==> src/sv/ps2mpt_pkg.sv <==
// ----------------------------------------------------------------------------
// ps2mpt_pkg: shared definitions for the PS/2 mouse packet tracker
// Field widths, reset values of the settings and the decoded packet record.
// ----------------------------------------------------------------------------
package ps2mpt_pkg;

    // Field widths of the stream beats.
    localparam int BYTE_W    = 8;
    localparam int DX_W      = 10;
    localparam int DY_W      = 11;
    localparam int WHEEL_W   = 8;
    localparam int BUTTONS   = 3;
    localparam int CURSOR_W  = 12;
    localparam int SIZE_W    = 13;
    localparam int OUT_W     = DX_W + DY_W + WHEEL_W + BUTTONS + 2 * CURSOR_W;
    localparam int OUT_BYTES = (OUT_W + 7) / 8;
    localparam int TDATA_W   = OUT_BYTES * 8;

    // Coordinate range of the tracked position.
    localparam int COORD_BITS_DEFAULT = 12;
    localparam int POS_X_RESET        = 512;
    localparam int POS_Y_RESET        = 384;

    // Configuration registers.
    localparam int CFG_INDEX_W = 2;
    localparam logic [CFG_INDEX_W-1:0] CFG_WHEEL_ENABLED   = 2'd0;
    localparam logic [CFG_INDEX_W-1:0] CFG_NINE_BIT_FORMAT = 2'd1;
    localparam logic [CFG_INDEX_W-1:0] CFG_SCREEN_WIDTH    = 2'd2;
    localparam logic [CFG_INDEX_W-1:0] CFG_SCREEN_HEIGHT   = 2'd3;

    localparam logic [SIZE_W-1:0] SCREEN_WIDTH_RESET  = 13'd1024;
    localparam logic [SIZE_W-1:0] SCREEN_HEIGHT_RESET = 13'd768;

    // Status byte bits.
    localparam int SYNC_BIT    = 3;
    localparam int X_SIGN_BIT  = 4;
    localparam int Y_SIGN_BIT  = 5;
    localparam int X_NINTH_BIT = 6;
    localparam int Y_NINTH_BIT = 7;

    typedef struct packed {
        logic signed [DX_W-1:0]    dx;
        logic signed [DY_W-1:0]    dy;
        logic signed [WHEEL_W-1:0] wheel;
        logic [BUTTONS-1:0]        buttons;
    } decoded_t;

endpackage

==> src/sv/ps2mpt_assembler.sv <==
// ----------------------------------------------------------------------------
// ps2mpt_assembler: packet assembly and delta decoding
// Tracks the byte slot, stores status/X/Y and decodes a finished packet.
// ----------------------------------------------------------------------------
module ps2mpt_assembler (
    input  logic                          aclk,
    input  logic                          aresetn,
    input  logic [ps2mpt_pkg::BYTE_W-1:0] in_byte,
    input  logic                          commit,
    input  logic                          wheel_enabled,
    input  logic                          nine_bit_format,
    output logic                          emit,
    output ps2mpt_pkg::decoded_t          pkt
);

    logic [1:0]                    slot_reg;
    logic [1:0]                    slot_next;
    logic [ps2mpt_pkg::BYTE_W-1:0] bytes_reg [3];
    logic                          drop;
    logic                          at_last;
    logic [ps2mpt_pkg::BYTE_W-1:0] status_byte;
    logic [ps2mpt_pkg::BYTE_W-1:0] y_byte;
    logic signed [ps2mpt_pkg::DX_W-1:0] x_ext;
    logic signed [ps2mpt_pkg::DX_W-1:0] y_ext;
    logic signed [ps2mpt_pkg::WHEEL_W-1:0] wheel;

    // In nine-bit mode the status carries bit 8 and the sign; otherwise only the sign.
    function automatic logic signed [ps2mpt_pkg::DX_W-1:0] extend_delta(
        input logic [ps2mpt_pkg::BYTE_W-1:0] raw,
        input logic                          sign,
        input logic                          ninth,
        input logic                          nine_fmt
    );
        logic hi;
        begin
            hi = nine_fmt ? ninth : sign;
            extend_delta = {sign, hi, raw};
        end
    endfunction

    assign drop    = (slot_reg == 2'd0) && !in_byte[ps2mpt_pkg::SYNC_BIT];
    assign at_last = wheel_enabled ? (slot_reg == 2'd3) : (slot_reg >= 2'd2);
    assign emit    = !drop && at_last;

    always_comb begin
        slot_next = slot_reg;
        if (!drop) begin
            slot_next = at_last ? 2'd0 : slot_reg + 2'd1;
        end
    end

    always_ff @(posedge aclk) begin
        if (!aresetn) begin
            slot_reg <= 2'd0;
        end else if (commit) begin
            slot_reg <= slot_next;
        end
    end

    always_ff @(posedge aclk) begin
        if (commit && !drop && slot_reg != 2'd3) begin
            bytes_reg[slot_reg] <= in_byte;
        end
    end

    // The Y byte of a three-byte packet is the one arriving now.
    assign status_byte = bytes_reg[0];
    assign y_byte      = (slot_reg == 2'd2) ? in_byte : bytes_reg[2];

    assign x_ext = extend_delta(bytes_reg[1], status_byte[ps2mpt_pkg::X_SIGN_BIT],
                                status_byte[ps2mpt_pkg::X_NINTH_BIT], nine_bit_format);
    assign y_ext = extend_delta(y_byte, status_byte[ps2mpt_pkg::Y_SIGN_BIT],
                                status_byte[ps2mpt_pkg::Y_NINTH_BIT], nine_bit_format);

    assign wheel = (wheel_enabled && slot_reg == 2'd3) ? signed'(in_byte)
                                                       : '0;

    always_comb begin
        pkt.wheel   = wheel;
        pkt.buttons = status_byte[ps2mpt_pkg::BUTTONS-1:0];
        if (wheel != '0) begin
            pkt.dx = '0;
            pkt.dy = '0;
        end else begin
            pkt.dx = x_ext;
            pkt.dy = -(ps2mpt_pkg::DY_W'(y_ext));
        end
    end

endmodule

==> src/sv/ps2mpt_cursor.sv <==
// ----------------------------------------------------------------------------
// ps2mpt_cursor: cursor position accumulator
// Adds the packet deltas to the position and clamps it to the screen.
// ----------------------------------------------------------------------------
module ps2mpt_cursor #(
    parameter int COORD_BITS = ps2mpt_pkg::COORD_BITS_DEFAULT
) (
    input  logic                                 aclk,
    input  logic                                 aresetn,
    input  logic                                 commit,
    input  logic signed [ps2mpt_pkg::DX_W-1:0]   dx,
    input  logic signed [ps2mpt_pkg::DY_W-1:0]   dy,
    input  logic [ps2mpt_pkg::SIZE_W-1:0]        screen_width,
    input  logic [ps2mpt_pkg::SIZE_W-1:0]        screen_height,
    output logic [ps2mpt_pkg::CURSOR_W-1:0]      cursor_x,
    output logic [ps2mpt_pkg::CURSOR_W-1:0]      cursor_y
);

    localparam int CMAX    = (1 << COORD_BITS) - 1;
    localparam int RESET_X = (ps2mpt_pkg::POS_X_RESET > CMAX) ? CMAX
                                                              : ps2mpt_pkg::POS_X_RESET;
    localparam int RESET_Y = (ps2mpt_pkg::POS_Y_RESET > CMAX) ? CMAX
                                                              : ps2mpt_pkg::POS_Y_RESET;
    localparam int SUM_W   = ((COORD_BITS > ps2mpt_pkg::SIZE_W) ? COORD_BITS
                                                                : ps2mpt_pkg::SIZE_W) + 2;
    localparam logic signed [SUM_W-1:0] CMAX_S = SUM_W'(CMAX);
    localparam logic signed [SUM_W-1:0] ONE_S  = SUM_W'(1);

    logic [COORD_BITS-1:0] pos_x_reg;
    logic [COORD_BITS-1:0] pos_y_reg;
    logic [COORD_BITS-1:0] pos_x_next;
    logic [COORD_BITS-1:0] pos_y_next;

    function automatic logic [COORD_BITS-1:0] clamp_axis(
        input logic [COORD_BITS-1:0]              pos,
        input logic signed [ps2mpt_pkg::DY_W-1:0] delta,
        input logic [ps2mpt_pkg::SIZE_W-1:0]      size
    );
        logic signed [SUM_W-1:0] sum;
        logic signed [SUM_W-1:0] lim;
        logic signed [SUM_W-1:0] res;
        begin
            sum = SUM_W'(signed'({1'b0, pos})) + SUM_W'(delta);
            lim = (size == '0) ? '0 : SUM_W'(signed'({1'b0, size})) - ONE_S;
            if (lim > CMAX_S) begin
                lim = CMAX_S;
            end
            if (sum < 0) begin
                res = '0;
            end else if (sum > lim) begin
                res = lim;
            end else begin
                res = sum;
            end
            clamp_axis = res[COORD_BITS-1:0];
        end
    endfunction

    assign pos_x_next = clamp_axis(pos_x_reg, ps2mpt_pkg::DY_W'(dx), screen_width);
    assign pos_y_next = clamp_axis(pos_y_reg, dy, screen_height);

    always_ff @(posedge aclk) begin
        if (!aresetn) begin
            pos_x_reg <= COORD_BITS'(RESET_X);
            pos_y_reg <= COORD_BITS'(RESET_Y);
        end else if (commit) begin
            pos_x_reg <= pos_x_next;
            pos_y_reg <= pos_y_next;
        end
    end

    assign cursor_x = ps2mpt_pkg::CURSOR_W'(pos_x_next);
    assign cursor_y = ps2mpt_pkg::CURSOR_W'(pos_y_next);

endmodule

==> src/sv/ps2_mouse_packet_tracker_unit.sv <==
// ----------------------------------------------------------------------------
// ps2_mouse_packet_tracker_unit: PS/2 mouse packet tracker, top level
// A packet's last byte stalls in the input register while a result waits on m_axis_tready.
// Throughput: one byte per cycle, set by the input and result registers, unless stalled.
// Reset (aresetn, synchronous, low): slot 0, cursor at 512/384, default settings.
// ----------------------------------------------------------------------------
module ps2_mouse_packet_tracker_unit #(
    parameter int COORD_BITS = ps2mpt_pkg::COORD_BITS_DEFAULT
) (
    input  logic                                aclk,
    input  logic                                aresetn,

    // Byte stream from the PS/2 receiver.
    input  logic                                s_axis_tvalid,
    output logic                                s_axis_tready,
    input  logic [ps2mpt_pkg::BYTE_W-1:0]       s_axis_tdata,   // [7:0] data_byte

    // Decoded packet stream.
    output logic                                m_axis_tvalid,
    input  logic                                m_axis_tready,
    // [9:0] delta_x, [20:10] delta_y, [28:21] wheel_delta, [29] left_button,
    // [30] right_button, [31] middle_button, [43:32] cursor_x, [55:44] cursor_y
    output logic [ps2mpt_pkg::TDATA_W-1:0]      m_axis_tdata,

    // Register writes: 0 wheel_enabled, 1 nine_bit_format, 2 screen_width,
    // 3 screen_height.
    input  logic                                cfg_valid,
    output logic                                cfg_ready,
    input  logic [ps2mpt_pkg::CFG_INDEX_W-1:0]  cfg_index,
    input  logic [ps2mpt_pkg::SIZE_W-1:0]       cfg_data
);

    // Settings. The user must change them only while the block is idle; it does not enforce this.
    logic                           wheel_enabled_reg;
    logic                           nine_bit_format_reg;
    logic [ps2mpt_pkg::SIZE_W-1:0]  screen_width_reg;
    logic [ps2mpt_pkg::SIZE_W-1:0]  screen_height_reg;

    // Input register: one byte waiting to be processed.
    logic                           in_valid_reg;
    logic [ps2mpt_pkg::BYTE_W-1:0]  in_byte_reg;

    // Result register.
    logic                           out_valid_reg;
    logic [ps2mpt_pkg::TDATA_W-1:0] out_data_reg;

    logic                           emit;
    logic                           step;
    logic                           out_free;
    logic                           s_beat;
    ps2mpt_pkg::decoded_t           pkt;
    logic [ps2mpt_pkg::CURSOR_W-1:0] cursor_x;
    logic [ps2mpt_pkg::CURSOR_W-1:0] cursor_y;

    assign cfg_ready = 1'b1;

    always_ff @(posedge aclk) begin
        if (!aresetn) begin
            wheel_enabled_reg   <= 1'b0;
            nine_bit_format_reg <= 1'b0;
            screen_width_reg    <= ps2mpt_pkg::SCREEN_WIDTH_RESET;
            screen_height_reg   <= ps2mpt_pkg::SCREEN_HEIGHT_RESET;
        end else if (cfg_valid) begin
            case (cfg_index)
                ps2mpt_pkg::CFG_WHEEL_ENABLED:   wheel_enabled_reg   <= cfg_data[0];
                ps2mpt_pkg::CFG_NINE_BIT_FORMAT: nine_bit_format_reg <= cfg_data[0];
                ps2mpt_pkg::CFG_SCREEN_WIDTH:    screen_width_reg    <= cfg_data;
                ps2mpt_pkg::CFG_SCREEN_HEIGHT:   screen_height_reg   <= cfg_data;
                default: begin
                end
            endcase
        end
    end

    // The held byte moves on when it produces no result, or when the result
    // register is empty or being emptied in this cycle. A byte that only
    // advances the packet never waits on the output side.
    assign out_free      = !out_valid_reg || m_axis_tready;
    assign step          = in_valid_reg && (!emit || out_free);
    assign s_axis_tready = !in_valid_reg || step;
    assign s_beat        = s_axis_tvalid && s_axis_tready;

    always_ff @(posedge aclk) begin
        if (!aresetn) begin
            in_valid_reg <= 1'b0;
        end else if (s_axis_tready) begin
            in_valid_reg <= s_axis_tvalid;
        end
    end

    always_ff @(posedge aclk) begin
        if (s_beat) begin
            in_byte_reg <= s_axis_tdata;
        end
    end

    ps2mpt_assembler u_assembler (
        .aclk            (aclk),
        .aresetn         (aresetn),
        .in_byte         (in_byte_reg),
        .commit          (step),
        .wheel_enabled   (wheel_enabled_reg),
        .nine_bit_format (nine_bit_format_reg),
        .emit            (emit),
        .pkt             (pkt)
    );

    // The position advances only with a finished packet.
    ps2mpt_cursor #(
        .COORD_BITS (COORD_BITS)
    ) u_cursor (
        .aclk          (aclk),
        .aresetn       (aresetn),
        .commit        (step && emit),
        .dx            (pkt.dx),
        .dy            (pkt.dy),
        .screen_width  (screen_width_reg),
        .screen_height (screen_height_reg),
        .cursor_x      (cursor_x),
        .cursor_y      (cursor_y)
    );

    always_ff @(posedge aclk) begin
        if (!aresetn) begin
            out_valid_reg <= 1'b0;
        end else if (step && emit) begin
            out_valid_reg <= 1'b1;
        end else if (m_axis_tready) begin
            out_valid_reg <= 1'b0;
        end
    end

    // Result beat fields packed from the lowest bit up, zero fill on top.
    always_ff @(posedge aclk) begin
        if (step && emit) begin
            out_data_reg <= ps2mpt_pkg::TDATA_W'({cursor_y, cursor_x,
                                                 pkt.buttons[2], pkt.buttons[1],
                                                 pkt.buttons[0], pkt.wheel,
                                                 pkt.dy, pkt.dx});
        end
    end

    assign m_axis_tvalid = out_valid_reg;
    assign m_axis_tdata  = out_data_reg;

endmodule

==> config.mk <==
export PLATFORM = sky130hd
export DESIGN_NAME = ps2_mouse_packet_tracker_unit
export DESIGN_NICKNAME = d
export VERILOG_FILES = /design/src/sv/ps2mpt_pkg.sv /design/src/sv/ps2mpt_assembler.sv /design/src/sv/ps2mpt_cursor.sv /design/src/sv/ps2_mouse_packet_tracker_unit.sv
export SDC_FILE = /design/constraint.sdc
export NUM_CORES = 1
export LEC_CHECK = 0
export BUFFER_PORTS_ARGS = -buffer_cell sky130_fd_sc_hd__buf_2
export CAP_MARGIN = 20
export CELL_PAD_IN_SITES_DETAIL_PLACEMENT = 0
export CELL_PAD_IN_SITES_GLOBAL_PLACEMENT = 2
export CORE_MARGIN = 2
export CORE_UTILIZATION = 40
export DETAILED_ROUTE_END_ITERATION = 8
export PLACE_DENSITY = 0.88
export SLEW_MARGIN = 0
export SYNTH_ARGS = -nofsm -noshare
export SYNTH_HDL_FRONTEND = slang
export SYNTH_SLANG_ARGS = --single-unit
export TNS_END_PERCENT = 10
==> constraint.sdc <==
create_clock -name aclk -period 18.75 [get_ports aclk]
set_input_delay 2.8125 -clock aclk [delete_from_list [all_inputs] [get_ports aclk]]
set_output_delay 2.8125 -clock aclk [all_outputs]
set_load 0.1 [all_outputs]
==> impl_metrics.json <==
{
  "synthArstFlopShare_pct": 0,
  "worstPathRequired_ns": 18.92,
  "critPathMaxFanout": 18,
  "crit_buf_inv": 1,
  "route.detailed.drc": 0,
  "hold_buffers": 0,
  "drtIter0Drc": 474,
  "slowest_stage": "o2bb2ai_1",
  "ys_types": 71,
  "status": "complete, no violations",
  "dieArea_um2": 22200,
  "dp_hpwl_mm": 15.9,
  "routedWlPerCell_um": 17.3,
  "r2r-start": "u_assembler.slot_reg[1]$_SDFFE_PN0P_",
  "ant_nets": 0,
  "grt_use_total_pct": 19.7,
  "cts_buffer_depth": 2,
  "drive_gt1_share_pct": 15.4,
  "die_w_um": 149,
  "critPathCaptureType": "register",
  "synth.most_common_cell": "nand2_1",
  "synth.top_cell.area_share_pct": 31.0,
  "ctsResizeCount": 0,
  "htree_levels": 4,
  "peakVddDrop_uv": 53.5,
  "finalCritPeriodShare_pct": 38.7,
  "hp-class": "reg2reg",
  "path_common_cell": "ha_1",
  "cpPeakStageDelay_ns": 0.83,
  "min_period_ns": 7.25,
  "power_density_nw_per_um2": 83.2,
  "grt_pass1_wl_mm": 33.7,
  "routed-via-count": 6573,
  "clk_pin_slew_worst_paths_ns": 0.07,
  "yosys_register_bits": 143,
  "synth.net_count": 942,
  "std_cell_rows": 53,
  "syn_inst": 851,
  "gp_congestion": 0.875,
  "yosysSeqAreaShare_pct": 44.3,
  "worstSkewPairLatency_ns": 0.43,
  "drt_first_pass_iters": 5,
  "diodes": 0,
  "synth.top_cells.by_count": "nand2_1 (97), edfxtp_1 (87), ha_1 (61), dfxtp_1 (56)",
  "max_freq_ghz": 0.138,
  "worst-slew-pin-transition_ns": 1.01,
  "met1_length_mm": 10.1,
  "tritoncts": "yes",
  "cp-start-kind": "register",
  "synth_edf_count": 87,
  "max_cap_violations": 0,
  "yosysWarnings": 0,
  "power.leakage_uw": 0.00389,
  "start_util_pct": 40.4,
  "timing.final.ws_setup_ns": 11.50,
  "fin_area_um2": 9680,
  "setup_violations": 0,
  "synth_area_per_cell_um2": 9.89,
  "root_buffer": "clkbuf_16",
  "die-height_um": 149,
  "post_cts_buffers": 0,
  "io_pins": 87,
  "crit_type": "reg2reg",
  "n_fill_cell": 2057,
  "nNetsFinal": 1020,
  "skew_ns": 0.0158,
  "core_um2": 20800,
  "dp_slack_ns": 11.65,
  "drv_slew": 0,
  "critPathArrivalTime_ns": 7.42,
  "wirelength_mm": 21.1,
  "area_growth_pct": 15.0,
  "netlist_area_um2": 8420,
  "crit_family": "simple AND/OR/NAND/NOR gates",
  "critPathLaunch": "u_assembler.slot_reg[1]$_SDFFE_PN0P_",
  "whs_ns": 0.424,
  "relSlewSlack_pct": 32.6,
  "largest_register_ffs": 56,
  "hp-start": "u_assembler.bytes_reg[0][0]$_DFFE_PP_",
  "finalHoldViolCount": 0,
  "route.met2.wl_mm": 9.57,
  "synthFlopType": "edfxtp_1",
  "synth_largest_area_cell": "edfxtp_1",
  "numCtsBuffers": 17,
  "grt.overflow.total": 0,
  "rsz0062_at_grt": "no",
  "grt_max_degree": 59,
  "cts.sinks": 143,
  "first_global_vias": 6224,
  "yosys-top-cells-area": "edfxtp_1 (31%), dfxtp_1 (13%), ha_1 (9.1%)",
  "grt_antenna_before_repair": 0,
  "tns_ns": 0,
  "io_buffers": 85,
  "postLayoutCoreUtil_pct": 46.5,
  "worstPathCellList": "ha_1 -> mux2i_1 -> ha_1 -> nor4b_1 -> o22ai_1 -> o311ai_2 -> inv_1 -> ha_1 -> or4_1 -> o311ai_0 -> or2_2 -> ha_1 -> nand3_1 -> or4_1 -> o2bb2ai_1 -> o21ai_0 -> and3b_1",
  "highest_layer": "met4",
  "met3_length_um": 909,
  "rrSetupSlack_ns": 11.50,
  "place_area_um2": 9090,
  "routed_via_density": 5.40
}
-- power breakdown --
part	switching [µW]	internal [µW]
combinational	70.2	46.3
clock	140	202
sequential	6.97	340
total	218	588
-- worst paths after layout --
| kind | to | depth (start not counted) |
|---|---|---|
| setup / recovery | m_axis_tdata[54]$_DFFE_PP_ | 17 |
| hold / removal | m_axis_tdata[29]$_DFFE_PP_ | 0 |
| setup reg to reg | m_axis_tdata[54]$_DFFE_PP_ | 17 |
| hold reg to reg | m_axis_tdata[29]$_DFFE_PP_ | 0 |
-- worst register-to-register path, delay by kind of cell, from the launching register on --
family / cells / cell delay, ns
adders and majority gates: 4 / 1.61
DFF: 1 / 0.41
muxes: 1 / 0.39
and+or+nand+nor: 6 / 2.34
buffers and inverters: 1 / 0.20
AOI/OAI and AO/OA: 5 / 2.06
-- layout by cell type (no fill, tap or decap), types with 6 or more instances in the layout --
cell type  instances
nand2_1           97
edfxtp_1          87
buf_2             85
ha_1              61
dfxtp_1           56
nor2_1            45
inv_1             44
a21oi_1           39
o21ai_0           31
xnor2_1           28
a21boi_0          28
nor3_1            23
nand3_1           21
mux2i_1           18
o21a_1            18
and2_1            18
clkbuf_16         17
nor2b_1           16
o211ai_1          13
and3_1            12
or3_1             11
a22o_1            11
nor4_1            10
xor2_1            10
a21o_1             9
a211oi_1           9
nand2b_1           9
or4_1              8
o31ai_1            8
nand4_1            7
o21bai_1           6
or2_2              6
mux2_4             6
-- per-stage QoR --
step / total power [µW] / instances
global placement: 470 / 1185
global route: 841 / 1217
finish: 806 / 1217
detailed placement: 470 / 1185
CTS: 812 / 1217
floorplan: 438 / 851
-- per-layer routing --
metal	GRT usage (%)	vias up
met2	30.9	165
met1	27.6	3089
met4	7.24	0
met3	3.21	26
met5	0	-
li1	-	3293
-- layout make-up --
cell class	count	area, µm²	share of cell area, %
clock buffer	18	439	4.54
clock inverter	14	156	1.62
inverter	45	169	1.74
multi-input combinational	632	4380	45.2
sequential	143	3730	38.6
tap	275	344	3.55
timing repair buffer	90	463	4.78
-- logic make-up (layout without fill, tap and decap cells) --
logic type	after synthesis	after routing	synth area share, %
AO/OA/AOI/OAI	204	204	16.9
XOR/XNOR	38	38	3.95
adder cells (fa/ha/maj)	64	64	9.66
buffers and inverters	76	167	3.67
flip-flops	143	143	44.3
multiplexers	26	26	3.48
other	1	1	0.0445
AND/OR/NAND/NOR	299	299	17.9
No activity file was read; power rests on OpenSTA's default activity.
